`config.mk`:
```
export PLATFORM = sky130hd
export DESIGN_NAME = ir_thermometer_frame_qualifier_top
export DESIGN_NICKNAME = d
export VERILOG_FILES = /design/src/hdl/irtfq_pkg.sv /design/src/hdl/irtfq_frame_check.sv /design/src/hdl/ir_thermometer_frame_qualifier_top.sv
export SDC_FILE = /design/constraint.sdc
export NUM_CORES = 1
export LEC_CHECK = 0
export BUFFER_PORTS_ARGS = -buffer_cell sky130_fd_sc_hd__buf_2
export CORE_ASPECT_RATIO = 0.8
export CORE_MARGIN = 5
export CORE_UTILIZATION = 43
export DETAILED_ROUTE_END_ITERATION = 10
export SYNTH_ARGS = -nofsm -noshare
export SYNTH_HDL_FRONTEND = slang
export SYNTH_SLANG_ARGS = --single-unit
```
`constraint.sdc`:
```
create_clock -name clk -period 7.5 [get_ports clk]
set_input_delay 0.75 -clock clk [delete_from_list [all_inputs] [get_ports clk]]
set_output_delay 0.75 -clock clk [all_outputs]
set_load 0.05 [all_outputs]
```
`src/hdl/irtfq_pkg.sv`:
```
// ----------------------------------------------------------------------------
// IR thermometer frame qualifier package
// Shared types, register indexes, status codes and the SMBus PEC helper.
// ----------------------------------------------------------------------------
package irtfq_pkg;

	// Configuration register indexes.
	localparam logic [2:0] REG_DEVICE_ADDRESS  = 3'd0;
	localparam logic [2:0] REG_OBJECT_COMMAND  = 3'd1;
	localparam logic [2:0] REG_AMBIENT_COMMAND = 3'd2;
	localparam logic [2:0] REG_TEMP_OFFSET     = 3'd3;
	localparam logic [2:0] REG_TEMP_MIN        = 3'd4;
	localparam logic [2:0] REG_TEMP_MAX        = 3'd5;
	localparam logic [2:0] REG_FAIL_LIMIT      = 3'd6;

	// Register reset values.
	localparam logic [6:0]         RST_DEVICE_ADDRESS  = 7'd90;
	localparam logic [7:0]         RST_OBJECT_COMMAND  = 8'd7;
	localparam logic [7:0]         RST_AMBIENT_COMMAND = 8'd6;
	localparam logic signed [11:0] RST_TEMP_OFFSET     = 12'sd0;
	localparam logic signed [16:0] RST_TEMP_MIN        = 17'sd2000;
	localparam logic signed [16:0] RST_TEMP_MAX        = 17'sd4500;
	localparam logic [7:0]         RST_FAIL_LIMIT      = 8'd3;

	// Kelvin to Celsius offset in centidegrees.
	localparam logic signed [16:0] KELVIN_CENTI = 17'sd27315;
	localparam logic [7:0]         CRC_POLY     = 8'h07;
	localparam logic [7:0]         COUNT_MAX    = 8'd255;

	typedef enum logic [2:0] {
		ST_OK        = 3'd0,
		ST_BUS_FAIL  = 3'd1,
		ST_PEC_BAD   = 3'd2,
		ST_ERR_FLAG  = 3'd3,
		ST_OUT_RANGE = 3'd4
	} status_t;

	// Outcome of checking one read frame.
	typedef struct packed {
		status_t            status;
		logic signed [16:0] centi;
	} frame_res_t;

	// Input beat, last field in the lowest bits.
	typedef struct packed {
		logic [5:0] pad;
		logic       amb_bus_ok;
		logic [7:0] amb_pec;
		logic [7:0] amb_high;
		logic [7:0] amb_low;
		logic       obj_bus_ok;
		logic [7:0] obj_pec;
		logic [7:0] obj_high;
		logic [7:0] obj_low;
	} in_beat_t;

	// Result beat, last field in the lowest bits.
	typedef struct packed {
		logic               pad;
		logic [7:0]         fail_count;
		logic               data_valid;
		logic signed [16:0] ambient_temp;
		logic signed [16:0] object_temp;
		status_t            status;
		logic               accepted;
	} out_beat_t;

	// One byte of the SMBus CRC-8, MSB first.
	function automatic logic [7:0] crc8_byte(input logic [7:0] crc_in, input logic [7:0] b);
		logic [7:0] c;
		c = crc_in ^ b;
		for (int i = 0; i < 8; i++) begin
			c = c[7] ? ({c[6:0], 1'b0} ^ CRC_POLY) : {c[6:0], 1'b0};
		end
		return c;
	endfunction

endpackage

```
`src/hdl/irtfq_frame_check.sv`:
```
// ----------------------------------------------------------------------------
// IR thermometer frame check
// Checks one SMBus read frame (bus, PEC, error flag) and converts its raw
// value to centidegrees Celsius.
// ----------------------------------------------------------------------------
module irtfq_frame_check (
	input  logic [6:0]            dev_addr,
	input  logic [7:0]            command,
	input  logic [7:0]            lo,
	input  logic [7:0]            hi,
	input  logic [7:0]            pec,
	input  logic                  bus_ok,
	output irtfq_pkg::frame_res_t res
);
	import irtfq_pkg::*;

	logic [7:0] crc;

	// PEC covers write address, command, read address, low and high byte.
	always_comb begin
		crc = crc8_byte(8'h00, {dev_addr, 1'b0});
		crc = crc8_byte(crc, command);
		crc = crc8_byte(crc, {dev_addr, 1'b1});
		crc = crc8_byte(crc, lo);
		crc = crc8_byte(crc, hi);
	end

	always_comb begin
		// Raw LSB is 0.02 K, so centidegrees are twice the raw value minus 273.15 K.
		res.centi = signed'({1'b0, hi[6:0], lo, 1'b0}) - KELVIN_CENTI;
		priority if (!bus_ok) begin
			res.status = ST_BUS_FAIL;
		end else if (crc != pec) begin
			res.status = ST_PEC_BAD;
		end else if (hi[7]) begin
			res.status = ST_ERR_FLAG;
		end else begin
			res.status = ST_OK;
		end
	end

endmodule

```
`src/hdl/ir_thermometer_frame_qualifier_top.sv`:
```
// ----------------------------------------------------------------------------
// IR thermometer frame qualifier, top level
// Qualifies object and ambient read frames and keeps the filtered readings.
// ----------------------------------------------------------------------------
// Each input beat carries one measurement: the object and the ambient read
// frames of the sensor. The object frame must have completed on the bus, carry
// a matching SMBus PEC (CRC-8, polynomial 0x07) and have its error flag clear;
// its value, converted to centidegrees Celsius plus the calibration offset,
// must then lie within [temp_min, temp_max]. A good measurement stores the
// object value, clears the fail count and sets data_valid; the ambient value
// is stored only when its own frame is good. A failed measurement raises the
// saturating fail count and drops data_valid once the count reaches
// fail_limit. Every input beat yields exactly one result beat. The block
// takes one beat per cycle while the result stream is not stalled: a beat is
// registered on entry, then checked and written to the result register; the
// one-deep input and result registers hold their beats while m_tready is low.
// Configuration writes are always taken and must be made while no measurement
// is in flight.
// ----------------------------------------------------------------------------
module ir_thermometer_frame_qualifier_top (
	input  logic        clk,
	input  logic        arst_n,
	// Input stream.
	input  logic        s_tvalid,
	output logic        s_tready,
	// obj_low[7:0], obj_high[15:8], obj_pec[23:16], obj_bus_ok[24],
	// amb_low[32:25], amb_high[40:33], amb_pec[48:41], amb_bus_ok[49], zero pad
	input  logic [55:0] s_tdata,
	// Result stream.
	output logic        m_tvalid,
	input  logic        m_tready,
	// accepted[0], status[3:1], object_temp[20:4], ambient_temp[37:21],
	// data_valid[38], fail_count[46:39], zero pad[47]
	output logic [47:0] m_tdata,
	// Configuration write channel.
	input  logic        cfg_valid,
	output logic        cfg_ready,
	input  logic [2:0]  cfg_index,
	input  logic [16:0] cfg_data
);
	import irtfq_pkg::*;

	// Configuration registers.
	logic [6:0]         dev_addr_q;
	logic [7:0]         obj_cmd_q;
	logic [7:0]         amb_cmd_q;
	logic signed [11:0] offset_q;
	logic signed [16:0] tmin_q;
	logic signed [16:0] tmax_q;
	logic [7:0]         limit_q;

	// Measurement state.
	logic signed [16:0] obj_temp_q;
	logic signed [16:0] amb_temp_q;
	logic [7:0]         count_q;
	logic               valid_q;

	// Input register and result register.
	in_beat_t  beat_s1;
	logic      vld_s1;
	out_beat_t res_s2;
	logic      vld_s2;
	logic      advance;

	frame_res_t         obj_res;
	frame_res_t         amb_res;
	logic signed [16:0] obj_value;
	logic               in_range;
	logic               accept;
	status_t            status;
	logic signed [16:0] obj_temp_d;
	logic signed [16:0] amb_temp_d;
	logic [7:0]         count_d;
	logic               valid_d;

	assign cfg_ready = 1'b1;

	always_ff @(posedge clk or negedge arst_n) begin
		if (!arst_n) begin
			dev_addr_q <= RST_DEVICE_ADDRESS;
			obj_cmd_q  <= RST_OBJECT_COMMAND;
			amb_cmd_q  <= RST_AMBIENT_COMMAND;
			offset_q   <= RST_TEMP_OFFSET;
			tmin_q     <= RST_TEMP_MIN;
			tmax_q     <= RST_TEMP_MAX;
			limit_q    <= RST_FAIL_LIMIT;
		end else if (cfg_valid && cfg_ready) begin
			unique case (cfg_index)
				REG_DEVICE_ADDRESS:  dev_addr_q <= cfg_data[6:0];
				REG_OBJECT_COMMAND:  obj_cmd_q  <= cfg_data[7:0];
				REG_AMBIENT_COMMAND: amb_cmd_q  <= cfg_data[7:0];
				REG_TEMP_OFFSET:     offset_q   <= signed'(cfg_data[11:0]);
				REG_TEMP_MIN:        tmin_q     <= signed'(cfg_data);
				REG_TEMP_MAX:        tmax_q     <= signed'(cfg_data);
				REG_FAIL_LIMIT:      limit_q    <= cfg_data[7:0];
				default: ;
			endcase
		end
	end

	// The held beat moves on whenever the result register is free or being
	// emptied, so a new beat can enter while a result waits.
	assign advance  = vld_s1 && (!vld_s2 || m_tready);
	assign s_tready = !vld_s1 || advance;

	always_ff @(posedge clk or negedge arst_n) begin
		if (!arst_n) begin
			vld_s1 <= 1'b0;
		end else if (s_tready) begin
			vld_s1 <= s_tvalid;
		end
	end

	always_ff @(posedge clk) begin
		if (s_tvalid && s_tready) begin
			beat_s1 <= in_beat_t'(s_tdata);
		end
	end

	irtfq_frame_check u_obj_check (
		.dev_addr (dev_addr_q),
		.command  (obj_cmd_q),
		.lo       (beat_s1.obj_low),
		.hi       (beat_s1.obj_high),
		.pec      (beat_s1.obj_pec),
		.bus_ok   (beat_s1.obj_bus_ok),
		.res      (obj_res)
	);

	irtfq_frame_check u_amb_check (
		.dev_addr (dev_addr_q),
		.command  (amb_cmd_q),
		.lo       (beat_s1.amb_low),
		.hi       (beat_s1.amb_high),
		.pec      (beat_s1.amb_pec),
		.bus_ok   (beat_s1.amb_bus_ok),
		.res      (amb_res)
	);

	// The converted value plus a 12-bit offset always fits 17 bits.
	assign obj_value = obj_res.centi + 17'(offset_q);
	assign in_range  = (obj_value >= tmin_q) && (obj_value <= tmax_q);
	assign accept    = (obj_res.status == ST_OK) && in_range;

	always_comb begin
		obj_temp_d = obj_temp_q;
		amb_temp_d = amb_temp_q;
		count_d    = count_q;
		valid_d    = valid_q;
		status     = obj_res.status;
		if ((obj_res.status == ST_OK) && !in_range) begin
			status = ST_OUT_RANGE;
		end
		if (accept) begin
			obj_temp_d = obj_value;
			count_d    = 8'd0;
			valid_d    = 1'b1;
			if (amb_res.status == ST_OK) begin
				amb_temp_d = amb_res.centi;
			end
		end else begin
			if (count_q != COUNT_MAX) begin
				count_d = count_q + 8'd1;
			end
			if (count_d >= limit_q) begin
				valid_d = 1'b0;
			end
		end
	end

	always_ff @(posedge clk or negedge arst_n) begin
		if (!arst_n) begin
			obj_temp_q <= '0;
			amb_temp_q <= '0;
			count_q    <= '0;
			valid_q    <= 1'b0;
			vld_s2     <= 1'b0;
		end else begin
			if (advance) begin
				obj_temp_q <= obj_temp_d;
				amb_temp_q <= amb_temp_d;
				count_q    <= count_d;
				valid_q    <= valid_d;
				vld_s2     <= 1'b1;
			end else if (m_tready) begin
				vld_s2     <= 1'b0;
			end
		end
	end

	always_ff @(posedge clk) begin
		if (advance) begin
			res_s2.pad          <= 1'b0;
			res_s2.fail_count   <= count_d;
			res_s2.data_valid   <= valid_d;
			res_s2.ambient_temp <= amb_temp_d;
			res_s2.object_temp  <= obj_temp_d;
			res_s2.status       <= status;
			res_s2.accepted     <= accept;
		end
	end

	assign m_tvalid = vld_s2;
	assign m_tdata  = res_s2;

`ifndef SYNTHESIS
	// An accepted measurement always reports OK, a cleared count and valid data.
	a_accept_clean: assert property (@(posedge clk) disable iff (!arst_n)
		(m_tvalid && res_s2.accepted) |->
		((res_s2.status == ST_OK) && (res_s2.fail_count == 8'd0) && res_s2.data_valid))
		else $error("accepted result with inconsistent status, count or valid");

	// A rejected measurement never reports OK and never clears the count.
	a_reject_status: assert property (@(posedge clk) disable iff (!arst_n)
		(m_tvalid && !res_s2.accepted) |->
		((res_s2.status != ST_OK) && (res_s2.fail_count != 8'd0)))
		else $error("rejected result reports OK or a zero fail count");

	// A held beat whose result register is stalled stays in place.
	a_hold_s1: assert property (@(posedge clk) disable iff (!arst_n)
		(vld_s1 && vld_s2 && !m_tready) |=> vld_s1)
		else $error("input register lost a beat while the output was stalled");
`endif

endmodule
```
# == Word level (Yosys, flattened, before mapping) ==
# Index checks and enable logic that the tools add are counted.
# word_totals
register_bits,219
input_bits,81
output_inout_bits,51
wordCells,232
# op_classes
add_sub_neg,4
n_lt_le_gt_ge,3
n_eq_ne,9
mux,88
bitwise,80
n_reduce_logical,21
# ops
operator,n
$mux W3,76
$not A3 Y3,72
$xor A8 B8 Y8,8
$mux W17,3
$sub A16 B15 Y17 const B,2
$mux W8,3
$add A17 B12 Y17,1
$ge A17 B17 Y1,1
$le A17 B17 Y1,1
$ne A8 B8 Y1,2
$reduce_and A2 Y1,7
$eq A3 B3 Y1 const B,3
$logic_not A3 Y1,3
$add A8 B1 Y8 const B,1
$ge A8 B8 Y1,1
$ne A8 B8 Y1 const B,1
$eq A3 B2 Y1 const B,2
$logic_and A1 B1 Y1,5
$mux W1,4
$mux W2,2
$eq A3 B1 Y1 const B,1
$logic_not A1 Y1,3
$logic_or A1 B1 Y1,2
$reduce_bool A2 Y1,1

# == Longest topological paths before layout ==
# Gate-level depths: netlist (run 1).
# logic_depth
depth_word,93
ltp_mapped,25
ltp_nobuf,23

# == Hierarchy ==
# A second synthesis (run 1) with hierarchy kept.
# unflattened
hier_cells,998
area_unflattened_um2,12728.5
# by_module_without_submodules
mod,n_inst,cells_per_inst,area_each_um2,seq_area_each_um2
ir_thermometer_frame_qualifier_top,1,728,10053.4,5993.2
irtfq_frame_check,2,135,1337.5,0.0

# == Worst setup path before layout (run 1) ==
# OpenSTA, ideal clock, no wires.
# synth_timing
kind,register to register
from,register beat_s1[0] (netlist bit)
to,register obj_temp_q[15]
setup_time_ns,0.128
t_arrival_ns,5.030
required_time_ns,7.372
setup_slack_ns,2.343
path_stages_with_launch,25
n_path_buf,2
period_less_slack_ns,5.157
path_cell_list,edfxtp_1 -> ha_1 -> ha_1 -> fa_1 -> a21o_1 -> a21oi_1 -> o21bai_1 -> a21oi_1 -> o21bai_1 -> a21oi_1 -> nor2b_1 -> o21ai_0 -> nor2b_1 -> xnor2_1 -> ha_1 -> and4_1 -> a21oi_1 -> nand3_1 -> nor3_1 -> o221ai_1 -> nor4_4 -> and2_1 -> buf_4 -> buf_6 -> mux2_1
# synth_via
elab_chain_cells,18
word_cells_on_any_way,27
cone_classes,2 x add/sub; 2 x order compare; 1 x eq/ne; 11 x mux; 8 x bitwise; 3 x reduce/logical
# synth_rtl
item,line_no,source
"start, declared",ir_thermometer_frame_qualifier_top.sv:59,in_beat_t beat_s1;
"start signal, assigned",ir_thermometer_frame_qualifier_top.sv:116,beat_s1 <= in_beat_t'(s_tdata);
"parallel branches: the longest is 17 deep, another holds $sub A16 B15 Y17",-,
$mux W17 *,ir_thermometer_frame_qualifier_top.sv:154,if (accept) begin
"end signal, assigned",ir_thermometer_frame_qualifier_top.sv:180,obj_temp_q <= obj_temp_d;
"end, declared",ir_thermometer_frame_qualifier_top.sv:53,logic signed [16:0] obj_temp_q;
# Mark *: on every way between the ends.
# A chain may end at the register's enable or synchronous reset.

# == Final worst setup path (run 1) ==
# layout_timing
from,register beat_s1[0] (netlist bit)
to,register amb_temp_q[14]
# layout_via
elab_chain_cells,18
word_cells_on_any_way,27
cone_classes,2 x add/sub; 2 x order compare; 1 x eq/ne; 11 x mux; 8 x bitwise; 3 x reduce/logical
# layout_rtl
item,line_no,source
"parallel branches: the longest is 16 deep, another holds $sub A16 B15 Y17",-,
$logic_and A1 B1 Y1 *,ir_thermometer_frame_qualifier_top.sv:143,assign accept = (obj_res.status == ST_OK) && in_range;
$mux W17 *,ir_thermometer_frame_qualifier_top.sv:154,
"end signal, assigned",ir_thermometer_frame_qualifier_top.sv:181,amb_temp_q <= amb_temp_d;
"end, declared",ir_thermometer_frame_qualifier_top.sv:54,logic signed [16:0] amb_temp_q;
# Marks and branches as above.

==> results.ini, run 1 <==
[run_status]
status = complete, no violations

[place]
io_buffer_count = 123
place.gp.congestion = 0.824
dp_slack_ns = 1.14
dp_cells = 1451
dp_hpwl_um = 19800

[timing]
whs_ns = 0.232
min_period_over_period_pct = 85.3
setup_ws_ns = 1.11
slew_violations = 0
rsz0062_at_grt = no
layout_min_cycle_time_ns = 6.39
setup_viol = 0
final_hold_viol_count = 0
setup-tns-final_ns = 0
tightest_slew_ns = 1.10
max_freq_mhz = 156
max_slew_margin_pct = 25.9
clock_skew_ns = 0.0120

[routing]
drt_iter0_markers = 387
postRouteWirelength_um = 26700
vias = 7444
ant_nets = 0
via_per_inst = 4.97
drc_errors = 0
drtPass1Iterations = 5
wire_per_inst_um = 17.8

[pwr]
p_clk_share_pct = 18.1
pwr_density_cell_nw_per_um2 = 491
switching_power_mw = 2.75
irDropWorstVdd_mv = 0.406
p_sw_share_pct = 39.5
cellLeakagePower_nw = 6.40
p_int_mw = 4.21
power_mw = 6.96
p_comb_share_pct = 58.5
pwr-share-seq_pct = 23.4

[cts]
cts_tree = yes
clk_latency_ns = 0.53
clk_pin_slew_worst_paths_ns = 0.06
cts_sinks = 219
cts_root_buf = clkbuf_16
cts_buffer_depth = 3
cts_buffers = 26
htreeDepth = 1
hold_buffers = 0
cts_resized = 0
post-cts-setup-buffers = 0

[die]
core_um2 = 28300
die_h_um = 161
floorplan.initialDensity_pct = 43.5
pin_count = 132
fp-row-count = 55
die-area_um2 = 32100
die_w_um = 199

[final_layout]
nets = 1265
drive_gt1_share_pct = 28.4
fin_cells = 1499
synthToLayoutAreaGrowth_pct = 15.2

[logic_synthesis]
yosys_warnings = 0
syn-num-nets = 1135
synthFlopType = dfrtp_1
ys_seq_elements = 219
synthTopCellsByArea = edfxtp_1, dfrtp_1, mux2_2
synth_edf_count = 97
ys_async_sr_fraction_pct = 55.7
synth_top_area_share_pct = 23.7
syn_inst = 979
ys_seq_area_share_pct = 48.7
syn_area_per_cell_um2 = 12.6
ys_types = 65
synth_area_um2 = 12300
yosys.area.top_type = edfxtp_1

[global_route]
track_usage_pct = 16.6
antenna_found_initial = 2
grt_pass1_vias = 7348
grt_max_degree = 78
grt_overflow = 0
grt_pass1_wl_um = 41900

[min_path]
hp-class = in2async

[worst_setup_path]
crit_type = reg2reg
reg2reg_slack_ns = 1.11
timing.rr.start = beat_s1[0]
crit_path_start = beat_s1[0]
r2r-end = amb_temp_q[14]
startpoint_type = flip-flop
cp_max_fo = 17
reg2regPathDepth = 21
required_ns = 7.91
crit_end = amb_temp_q[14]
arrival_ns = 6.80
worst_setup_path_end_kind = flip-flop

[flow_run]
maxCapViolCount = 0

==> registers in the layout (all words and copies together) (netlist names), 7 cells and up <==
name / cells
amb_cmd_q: 8
amb_temp_q: 17
beat_s1: 50
count_q: 8
dev_addr_q: 7
limit_q: 8
m_tdata: 47
obj_cmd_q: 8
obj_temp_q: 17
offset_q: 12
tmax_q: 17
tmin_q: 17
==> routing by layer <==
layer	part of all wire [%]	global-route usage (%)	vias to the layer above
met3	4.1	2.77	32
met5	0.026	0	-
met2	42	23.9	129
li1	-	-	3669
met4	1.9	3.67	2
met1	52	26.1	3612
==> final cells by class <==
type | instances | area, µm²
antenna | 1 | 2.50
clock buffer | 32 | 693
clock inverter | 15 | 170
fill | 2550 | 14100
inverter | 86 | 323
multi-input combinational | 646 | 5860
sequential | 219 | 5990
tap | 370 | 463
timing repair buffer | 130 | 671
==> per-stage QoR <==
step / area, µm² / utilization (%)
after floorplan: 12300 / -
after global placement: 13300 / 47.1
after detailed placement: 13300 / 47.1
after CTS: 14200 / 50.1
after global routing: 14200 / 50.1
final: 14200 / 50.1
==> cells in the mapped netlist (5+ instances only) <==
| cell type | instances |
|---|---|
| mux2_2 | 113 |
| ha_1 | 74 |
| nor2_1 | 25 |
| nor3_1 | 9 |
| nand3_1 | 12 |
| xor2_1 | 34 |
| nand2b_1 | 15 |
| a21oi_1 | 20 |
| o31ai_1 | 5 |
| a21o_1 | 11 |
| dfstp_2 | 22 |
| nand2_1 | 43 |
| edfxtp_1 | 97 |
| buf_2 | 6 |
| mux2i_1 | 9 |
| xnor2_1 | 120 |
| o21ai_0 | 35 |
| nand4_1 | 5 |
| dfrtp_1 | 100 |
| mux2_1 | 8 |
| inv_1 | 86 |
| clkbuf_1 | 16 |
| o21a_1 | 9 |
| xnor3_1 | 23 |
| nor2b_1 | 12 |
==> power groups by stage <==
stage	sequential (mW)	clock, mW	combinational, mW
after floorplan	1.73	0	3.22
after global placement	1.65	0	3.99
after detailed placement	1.65	0	4.04
after CTS	1.63	1.29	4.09
after global routing	1.65	1.34	4.47
final	1.63	1.26	4.07
==> layout by cell type, fill, tap and decap left out, drive strengths merged, types with 22 or more instances in the layout <==
master / synthesis / layout
dfrtp: 100 / 100
inv: 86 / 86
nand2: 43 / 43
xor2: 34 / 34
nor2: 25 / 25
mux2: 121 / 121
xnor2: 121 / 121
clkbuf: 16 / 32
edfxtp: 97 / 97
dfstp: 22 / 22
xnor3: 24 / 24
buf: 12 / 130
o21ai: 35 / 35
ha: 74 / 74
==> kinds of logic after synthesis <==
| family | count (synthesis) | synth area share, % |
|---|---|---|
| multiplexers | 130 | 11.8 |
| flip-flops | 219 | 48.7 |
| XOR/XNOR | 182 | 16.1 |
| other | 2 | 0.0610 |
| adder cells (fa/ha/maj) | 75 | 7.68 |
| AND/OR/NAND/NOR | 150 | 6.43 |
| buffers and inverters | 114 | 3.72 |
| AO/OA/AOI/OAI | 107 | 5.53 |
==> worst min path at each step <==
| stage | slack, ns | from | cells after the start | to |
|---|---|---|---|---|
| finish | 0.23 | arst_n | 1 | offset_q[9] |
| global route | 0.27 | arst_n | 1 | offset_q[7] |
| CTS | 0.24 | arst_n | 1 | offset_q[9] |
| detailed placement | 0.45 | amb_temp_q[0] | 1 | amb_temp_q[0] |
| global placement | 0.44 | amb_temp_q[0] | 1 | amb_temp_q[0] |
| floorplan | 0.42 | amb_temp_q[0] | 1 | amb_temp_q[0] |
==> worst max-delay path, cell delays in order (launching register included) <==
cell and delay (ns):
edfxtp_1 0.42, ha_1 0.30, ha_1 0.21, fa_1 0.41
a21o_1 0.18, a21oi_1 0.22, o21bai_1 0.08, a21oi_1 0.22
o21bai_1 0.09, a21oi_1 0.25, nor2b_1 0.08, o21ai_0 0.31
a21oi_1 0.16, o211ai_1 0.61, ha_1 0.37, a211oi_1 0.29
nand3_1 0.12, nor3_1 0.14, o221ai_1 0.32, nor3_1 0.41
nand4_2 0.59, mux2_2 0.49
No activity file was read; power rests on OpenSTA's default activity.
==> run 2: changes to the inputs <==
--- a/config.mk
+++ b/config.mk
@@ -5,6 +5,7 @@
 export SDC_FILE = /design/constraint.sdc
 export NUM_CORES = 1
 export LEC_CHECK = 0
+export ABC_AREA = 1
 export BUFFER_PORTS_ARGS = -buffer_cell sky130_fd_sc_hd__buf_2
 export CORE_ASPECT_RATIO = 0.8
 export CORE_MARGIN = 5
==> run 2 against run 1 <==
  * Clock skew shrank 0.0034 ns
  * Area after synthesis grew 17%
  * Design area grew 14%
  * Setup slack gained 0.041 ns
  * Fmax grew 0.64%
  * Non-clock buffer count shrank 1
  * Worst hold slack gained 0.085 ns
==> results.ini, run 2 <==
[run_status]
status = complete, no violations

[logic_synthesis]
ys_types = 55
synthFlopType = dfrtp_1
yosys-top-cells-count = nand2_1, inv_1, nand3_1, dfrtp_1, o21ai_0
yosys_warnings = 0
ys_seq_area_share_pct = 41.8
synthTopCellsByArea = edfxtp_1, nand2_1, dfrtp_1
synth_edf_count = 97
ys_seq_elements = 219
syn_inst = 1870
yosys.area.top_type = edfxtp_1
syn_area_per_cell_um2 = 7.68
syn-num-nets = 2026
synth_top_area_share_pct = 20.3
synth.most_common_cell = nand2_1
synth_area_um2 = 14400
ys_async_sr_fraction_pct = 55.7

[cts]
cts_root_buf = clkbuf_16
cts_sinks = 219
cts_resized = 0
cts_buffer_depth = 3
cts_tree = yes
hold_buffers = 0
htreeDepth = 1
cts_buffers = 25
clk_latency_ns = 0.54
post-cts-setup-buffers = 0
clk_pin_slew_worst_paths_ns = 0.06

[die]
pin_count = 132
floorplan.initialDensity_pct = 43.9
core_um2 = 32700
fp-row-count = 59
die-area_um2 = 37200
die_h_um = 173
die_w_um = 214

[timing]
setup_viol = 0
max_freq_mhz = 157
slew_violations = 0
min_period_over_period_pct = 84.7
layout_min_cycle_time_ns = 6.35
tightest_slew_ns = 1.09
rsz0062_at_grt = no
setup-tns-final_ns = 0
final_hold_viol_count = 0
max_slew_margin_pct = 27.4
clock_skew_ns = 0.00863

[final_layout]
fin_cells = 2438
regMostFlops = beat_s1
synthToLayoutAreaGrowth_pct = 12.8
nFillCells = 3254
final_common_cell = nand2_1
multi_input_area_um2 = 7110
nets = 2148
register_area_um2 = 5990
drive_gt1_share_pct = 15.3
largest_register_ffs = 50
final_cell_mix = nand2_1, inv_1, nand3_1
antenna_cells = 0

[worst_setup_path]
cp_common_cell = nand2_1
crit_end = m_tdata[31]
startpoint_type = flip-flop
cp_slowest_cell = nor2_8
crit_path_start = beat_s1[2]
reg2regPathDepth = 31
cpPeakStageDelay_ns = 0.52
timing.rr.start = beat_s1[2]
cp_max_fo = 30
reg2reg_slack_ns = 1.15
r2r-end = m_tdata[31]
required_ns = 7.90
arrival_ns = 6.75
crit_type = reg2reg
worst_setup_path_end_kind = flip-flop

[routing]
wl_met2_um = 15400
drc_errors = 0
ant_nets = 0
postRouteWirelength_um = 35800
drt_iter0_markers = 846
wl_met1_um = 17900
met3_length_um = 1850
via_per_inst = 4.96
highest_layer = met4
vias = 12100
wire_per_inst_um = 14.7
drtPass1Iterations = 7

[place]
place.gp.congestion = 0.844
dp_cells = 2392
io_buffer_count = 123
dp_hpwl_um = 27400

[min_path]
hp-class = in2async

[global_route]
grt_pass1_vias = 11500
track_usage_pct = 19.1
antenna_found_initial = 0
grt_overflow = 0
grt_max_degree = 65
grt_pass1_wl_um = 58800

[flow_run]
maxCapViolCount = 0

-- run 2: cell types whose count changed in the layout (fill, tap and decap cells not counted), moves of 30 or more --
cell     before  now
o21ai_0      35  100
nand2_2       0   39
nand3_1      12  193
inv_2         1   31
inv_1        85  246
xnor2_1     120   10
mux2_2      113    0
nand2_1      43  685
-- run 2: how the worst min path moves through the flow --
| stage | startpoint | end | slack [ns] | cells past startpoint |
|---|---|---|---|---|
| floorplan | amb_temp_q[0] | amb_temp_q[0] | 0.42 | 2 |
| global placement | amb_temp_q[0] | amb_temp_q[0] | 0.43 | 2 |
| detailed placement | amb_temp_q[0] | amb_temp_q[0] | 0.45 | 2 |
| CTS | arst_n | valid_q | 0.32 | 1 |
| global route | s_tdata[34] | beat_s1[34] | 0.35 | 1 |
| finish | arst_n | count_q[3] | 0.32 | 1 |
-- run 2: stage by stage --
step | utilization [%] | area [µm²] | hold WS [ns] | setup WS (ns)
floorplan | - | 14400 | 0.421 | 2.63
global placement | 46.9 | 15400 | 0.434 | 1.28
detailed placement | 46.9 | 15400 | 0.450 | 1.15
CTS | 49.5 | 16200 | 0.325 | 1.11
global route | 49.5 | 16200 | 0.354 | 0.542
finish | 49.5 | 16200 | 0.317 | 1.15
-- run 2: logic make-up after synthesis --
logic type	after synthesis	synth area share, %
other	2	0.0523
AO/OA/AOI/OAI	162	6.12
flip-flops	219	41.8
adder cells (fa/ha/maj)	75	6.59
buffers and inverters	314	8.73
XOR/XNOR	54	3.90
AND/OR/NAND/NOR	1044	32.9
-- run 2: area by class of cell --
| type | instances | area share [%] |
|---|---|---|
| clock buffer | 33 | 4.57 |
| clock inverter | 13 | 0.587 |
| inverter | 280 | 6.52 |
| multi-input combinational | 1337 | 43.9 |
| sequential | 219 | 37.0 |
| tap | 427 | 3.30 |
| timing repair buffer | 129 | 4.10 |
-- run 2: worst max-delay path: cells and delay by family, from the launching register on --
kind / cells / cell delay [ns]
and+or+nand+nor: 12 / 1.89
buffers and inverters: 5 / 0.64
adders and majority gates: 3 / 0.96
AOI/OAI and AO/OA: 10 / 1.84
DFF: 1 / 0.40
xor gates and xnor gates: 1 / 0.44
-- run 2: routing by layer --
layer	global-route usage, %	vias up
met5	0	-
met4	3.89	0
met3	3.34	41
met2	29.6	227
met1	28.2	5568
li1	-	6265
Power of run 2 is left out: the tool's default activity adds up to more than one toggle a clock period on the data nets, which glitch-free logic cannot reach.
